==> config.mk <==
export PLATFORM = sky130hd
export DESIGN_NAME = sth_queue
export DESIGN_NICKNAME = d
export VERILOG_FILES = /design/src/sth_pkg.sv /design/src/sth_queue.sv
export SDC_FILE = /design/constraint.sdc
export NUM_CORES = 1
export LEC_CHECK = 0
export BUFFER_PORTS_ARGS = -buffer_cell sky130_fd_sc_hd__buf_2
export CAP_MARGIN = 0
export CORE_MARGIN = 3
export CORE_UTILIZATION = 45
export DETAILED_ROUTE_END_ITERATION = 16
export MAX_ROUTING_LAYER = met4
export PLACE_DENSITY = 0.74
export SYNTH_ARGS = -nofsm -noshare
export SYNTH_HDL_FRONTEND = slang
export SYNTH_SLANG_ARGS = --single-unit
==> constraint.sdc <==
create_clock -name clock -period 1.87 [get_ports clock]
set_input_delay 0.0935 -clock clock [delete_from_list [all_inputs] [get_ports clock]]
set_output_delay 0.0935 -clock clock [all_outputs]
set_load 0.1 [all_outputs]
==> src/sth_pkg.sv <==
package sth_pkg;

   // Defaults for the top-level parameters
   localparam int DEF_TREE_HEIGHT = 8;
   localparam int DEF_VALUE_BITS  = 32;
   localparam int DEF_COUNT_BITS  = 32;

   // Fixed field widths and limits
   localparam int MAX_TREE_HEIGHT = 10;
   localparam int SLOT_BITS       = 8;
   localparam int COUNT_OUT_BITS  = 32;

   // Job queue between front and back
   localparam int QUEUE_DEPTH = 2;
   localparam int QPTR_BITS   = $clog2(QUEUE_DEPTH);

   typedef enum logic [1:0] {
      FUNC_LOAD     = 2'd0,
      FUNC_CLASSIFY = 2'd1,
      FUNC_READ     = 2'd2,
      FUNC_CLEAR    = 2'd3
   } func_type;

   typedef enum logic [1:0] {
      BOP_INC,
      BOP_READ,
      BOP_CLEAR
   } back_op_type;

   typedef enum logic {
      FS_IDLE,
      FS_WALK
   } front_state_type;

   typedef enum logic [1:0] {
      BS_CLEAR,
      BS_IDLE,
      BS_FETCH,
      BS_SEND
   } back_state_type;

   typedef struct packed {
      back_op_type                op;
      logic [MAX_TREE_HEIGHT-1:0] addr;      // count memory address
      logic [SLOT_BITS-1:0]       tag;       // bucket field of the response
      logic                       in_range;  // read slot hits a real bucket
   } job_type;

   typedef struct packed {
      logic clearing;
   } back_status_type;

endpackage

==> src/sth_queue.sv <==
module sth_queue
   import sth_pkg::*;
(
   input  logic    clock,
   input  logic    reset,
   input  logic    push,
   input  job_type push_job,
   input  logic    pop,
   output job_type head_job,
   output logic    empty,
   output logic    full
);

   job_type              entries_ff [QUEUE_DEPTH];
   logic [QPTR_BITS-1:0] wr_ptr_ff, wr_ptr_in;
   logic [QPTR_BITS-1:0] rd_ptr_ff, rd_ptr_in;
   logic [QPTR_BITS:0]   fill_ff, fill_in;
   logic                 do_push, do_pop;

   assign empty   = (fill_ff == '0);
   assign full    = (fill_ff == (QPTR_BITS + 1)'(QUEUE_DEPTH));
   assign do_push = push && !full;
   assign do_pop  = pop && !empty;

   always_comb begin
      wr_ptr_in = do_push ? wr_ptr_ff + QPTR_BITS'(1) : wr_ptr_ff;
      rd_ptr_in = do_pop ? rd_ptr_ff + QPTR_BITS'(1) : rd_ptr_ff;
      fill_in   = fill_ff + (QPTR_BITS + 1)'(do_push) - (QPTR_BITS + 1)'(do_pop);
   end

   always_ff @(posedge clock) begin
      if (reset) begin
         wr_ptr_ff <= '0;
         rd_ptr_ff <= '0;
         fill_ff   <= '0;
      end else begin
         wr_ptr_ff <= wr_ptr_in;
         rd_ptr_ff <= rd_ptr_in;
         fill_ff   <= fill_in;
      end
   end

   always_ff @(posedge clock) begin
      if (do_push) begin
         entries_ff[wr_ptr_ff] <= push_job;
      end
   end

   assign head_job = entries_ff[rd_ptr_ff];

endmodule

# Word-level counts from Yosys, hierarchy flattened
# Memory sizes are Yosys's and may differ from the RTL's. A register that Yosys moved wholly into a read port is not among the register bits.
# Index checks and enable logic that the tools add are counted.
[op_classes]
add_sub_neg = 4
eq_ne = 1
n_mux = 4
n_reduce_logical = 5
[ops]
columns = ["cell", "count"]
rows = [
  ["$mux W1", 4],
  ["$add A1 B1 Y1 const B", 2],
  ["$add A2 B1 Y2", 1],
  ["$eq A2 B2 Y1 const B", 1],
  ["$logic_and A1 B1 Y1", 2],
  ["$logic_not A1 Y1", 2],
  ["$logic_not A2 Y1", 1],
  ["$sub A2 B1 Y2", 1],
]
[word_totals]
regBits = 4
ramBits = 42
inputBits = 25
out_inout_bits = 23
wordCells = 18
mem_count = 1
[mem_list]
columns = ["name", "depth", "word_bits", "read_ports", "rd_ports_with_merged_regs", "wr", "line_no", "text"]
rows = [
  ["entries_ff", 2, 21, 1, 1, 1, "sth_queue.sv:14", "job_type entries_ff [QUEUE_DEPTH];"],
]

# Logic depth before layout (Yosys ltp)
[depth]
word_depth = 5
depth_mapped = 8
mapped_depth_nobuf = 8

# Worst setup path before layout
# No wires, ideal clock.
[synth_timing]
kind = "reg-to-reg"
from = "register fill_ff[0]"
to = "memory entries_ff[0][0] in the netlist's numbering, enable pin"
setup_time_ns = 0.376
arrival_time_ns = 1.502
t_required_ns = 1.494
path_slack_ns = -0.008
stages_incl_launch_ff = 5
n_path_buf = 0
period_less_slack_ns = 1.878
cell_sequence = "dfxtp_1 nand2b_2 inv_2 or3_1 inv_1"
[synth_between]
elab_chain_len = 5
[synth_lines]
columns = ["item", "line_no", "text"]
rows = [
  ["from (decl)", "sth_queue.sv:17", "logic [QPTR_BITS:0] fill_ff, fill_in;"],
  ["from (signal assigned)", "sth_queue.sv:39", "fill_ff <= fill_in;"],
  ["$eq A2 B2 Y1", "sth_queue.sv:21", "assign full = (fill_ff == (QPTR_BITS + 1)'(QUEUE_DEPTH));"],
  ["named net full", "sth_queue.sv:11", "output logic full"],
  ["$logic_not A1 Y1", "sth_queue.sv:22", "assign do_push = push && !full;"],
  ["$logic_and A1 B1 Y1", "sth_queue.sv:22", ""],
  ["$mux W1", "sth_queue.sv:44", "if (do_push) begin"],
  ["$mux W1 (not written as such)", "sth_queue.sv:45", "entries_ff[wr_ptr_ff] <= push_job;"],
  ["to (decl)", "sth_queue.sv:14", ""],
]
# The timed path passes the listed nets, and every way through them passes these cells.

==> results.md <==
- I/O Pins: 48
- Initial core utilization: 49.5%
- Cell count after synthesis: 92
- Vias: 1015
- Nets: 194
- CTS tree: yes
- Crit path max-delay family: flip-flops
- Diodes inserted: 0
- Peak fanout along the critical path: 9
- CP endpoint kind: output pin
- Antenna Violating Nets Remaining: 0
- Total number of H-tree levels: 2
- Critical path required time: 1.78 ns
- Flop2flop setup slack: 0.17 ns
- Setup crit start kind: flop
- Area of the multi-input gates: 355 sq um
- Register bit total from synthesis: 47
- Cell with the most instances after synthesis: edfxtp_1
- Setup CP Type: flop to output pin
- Slowest stage delay, CP: 0.55 ns
- Rel. slew slack: 67.3%
- Initial antenna violation count: 0
- Core Region: 3520 sq um
- Drt total wl: 3190 um
- Worst Hold End: rd_ptr_ff
- Fmax: 576 MHz
- Synth area leader: edfxtp_1
- DRT iter0 DRCs: 37
- Slowest-stage cell, CP: dfxtp_1
- Yosys warnings: 0
- Wire per inst: 14.9 um
- RR Startpoint: fill_ff[0]
- FF-to-FF End: entries_ff[0][17]
- Post-Syn Nets: 119
- Status: finished, final reports clean
- Yosys cell types: 20
- Post-synth EDFFs: 42
- Worst Tran Pin Value: 0.490 ns
- Post-DP Area: 2360 sq um
- DRT Pass-1 Iters: 4
- Post-CTS Hold Buffers: 21
- Share of post-route cells with drive strength above 1: 48.2%
- CTS buffer count: 5
- Worst Setup Slack, final: 0.133 ns
- DR vias/cell: 4.74
- WHS: 0.0202 ns
- Final setup vio count: 0
- FILL cells: 228
- Gr ovfl total: 0
- Post-Synthesis Cell Area: 1740 sq um
- Fin crit share: 92.9%
- Die H: 68.2 um
- # clock sinks: 47
- Layout area overhead: 53.7%
- Worst hold path class: primary input to flop
- Post-cts gate resize count: 0
- Sequential cell area: 1360 sq um
- Die Wd: 68.2 um
- Buf+Inv Stages, Crit Path: 2
- Dpl hpwl: 2160 um
- DRC viols: 0
- Top-area cell type share of the netlist area: 72.4%
- Setup TNS Final: 0 ns
- Final GP Congestion: 0.612
- Tmin final: 1.74 ns
- Die ar.: 4650 sq um
- Clk_skew: 0.00604 ns
- First-pass GRT wire length: 5030 um
- Top post-synthesis cells by count: edfxtp_1 (42), mux2_2 (21), dfxtp_1 (5)
- Port-buffer cells: 47
- Hold depth: 2
- Root buf cell: clkbuf_8
- Max-slew violations: 0
- Clk Latency, worst-skew pair: 0.29 ns
- Clock transition at path regs: 0.08 ns
- Fin. Hold Viols: 0
- Row count: 21
- Vias in the first global route: 1065
- RSZ-0062 raised after global routing: false
- Hold_sp: reset
- Synth area leaders: edfxtp_1 (72%), mux2_2 (14%), dfxtp_1 (5.7%)
- Max_cap viols: 0
- Total GRT Usage: 16.0%
- FFs w/ async S/R, synth: 0%
- Cell Chain, Critical Path: buf_4 -> mux2_2 -> buf_12
- Worst path arrival time: 1.64 ns
- Syn Area/Cell: 18.9 sq um
- Max Buffers Root-to-Sink: 2
- Post-route cell area: 2680 sq um
- Dpl ws: 0.169 ns
- Sequential fraction of the synthesis area: 78.2%
- Largest net degree at the start of global routing: 22
- R2R cell count: 4
- Primary FF master, synth: edfxtp_1
- Post CTS Setup Buffer Count: 0
-- layer usage --
| layer | wire (um) | vias up | global-route usage [%] | part of all wire, % |
|---|---|---|---|---|
| li1 | - | 495 | - | - |
| met1 | 1200 | 483 | 17.6 | 38 |
| met2 | 1770 | 32 | 27.8 | 56 |
| met3 | 184 | 5 | 5.09 | 5.8 |
| met4 | 38 | 0 | 4.47 | 1.2 |
| met5 | 0 | - | - | 0 |
-- stage by stage --
step,std cells,util (%)
after CTS,214,76.0
after global routing,214,76.0
final,214,76.0
after floorplan,92,-
after detailed placement,185,67.0
after global placement,185,67.0
-- logic make-up after synthesis --
| family | synth area share, % |
|---|---|
| flip-flops | 78.2 |
| multiplexers | 13.6 |
| AND/OR/NAND/NOR | 3.38 |
| buffers and inverters | 1.44 |
| AO/OA/AOI/OAI | 1.01 |
| XOR/XNOR | 1.01 |
| adder cells (fa/ha/maj) | 1.44 |
-- registers in the layout, indices dropped and copies added, names as in the netlist, named ones only --
register    flops
entries_ff     42
fill_ff         2
rd_ptr_ff       1
wr_ptr_ff       1
-- how the worst max path moves through the flow --
stage / endpoint / from / slack, ns / depth (start not counted)
2_1_floorplan: entries_ff[0][0] / fill_ff[0] / 0.13 / 4
3_3_place_gp: entries_ff[0][4] / fill_ff[0] / 0.29 / 4
3_5_place_dp: entries_ff[0][0] / fill_ff[0] / 0.17 / 4
4_1_cts: head_job[10] / flop / 0.11 / 3
5_1_grt: head_job[10] / flop / 0.03 / 3
6_report: head_job[20] / flop / 0.13 / 3
-- layout make-up --
type | instances | share of cell area (%)
multi-input cells | 39 | 13.3
clock inverters | 3 | 1.45
flip-flops and latches | 47 | 50.9
repair buffers | 70 | 29.0
well taps | 46 | 2.15
clock buffers | 5 | 2.57
inverters | 4 | 0.701
-- cells in the final DEF (no fill, tap or decap), drive strengths merged, types with 2 or more instances in the layout --
master and n:
clkbuf 5, dlygate4sd3 21, nor2 4, buf 49, ha 2, dfxtp 5, mux2 21, edfxtp 42
inv 3, clkinv 2
Power is left out: the tool's default activity adds up to more than one toggle a clock period on the data nets, which glitch-free logic cannot reach.
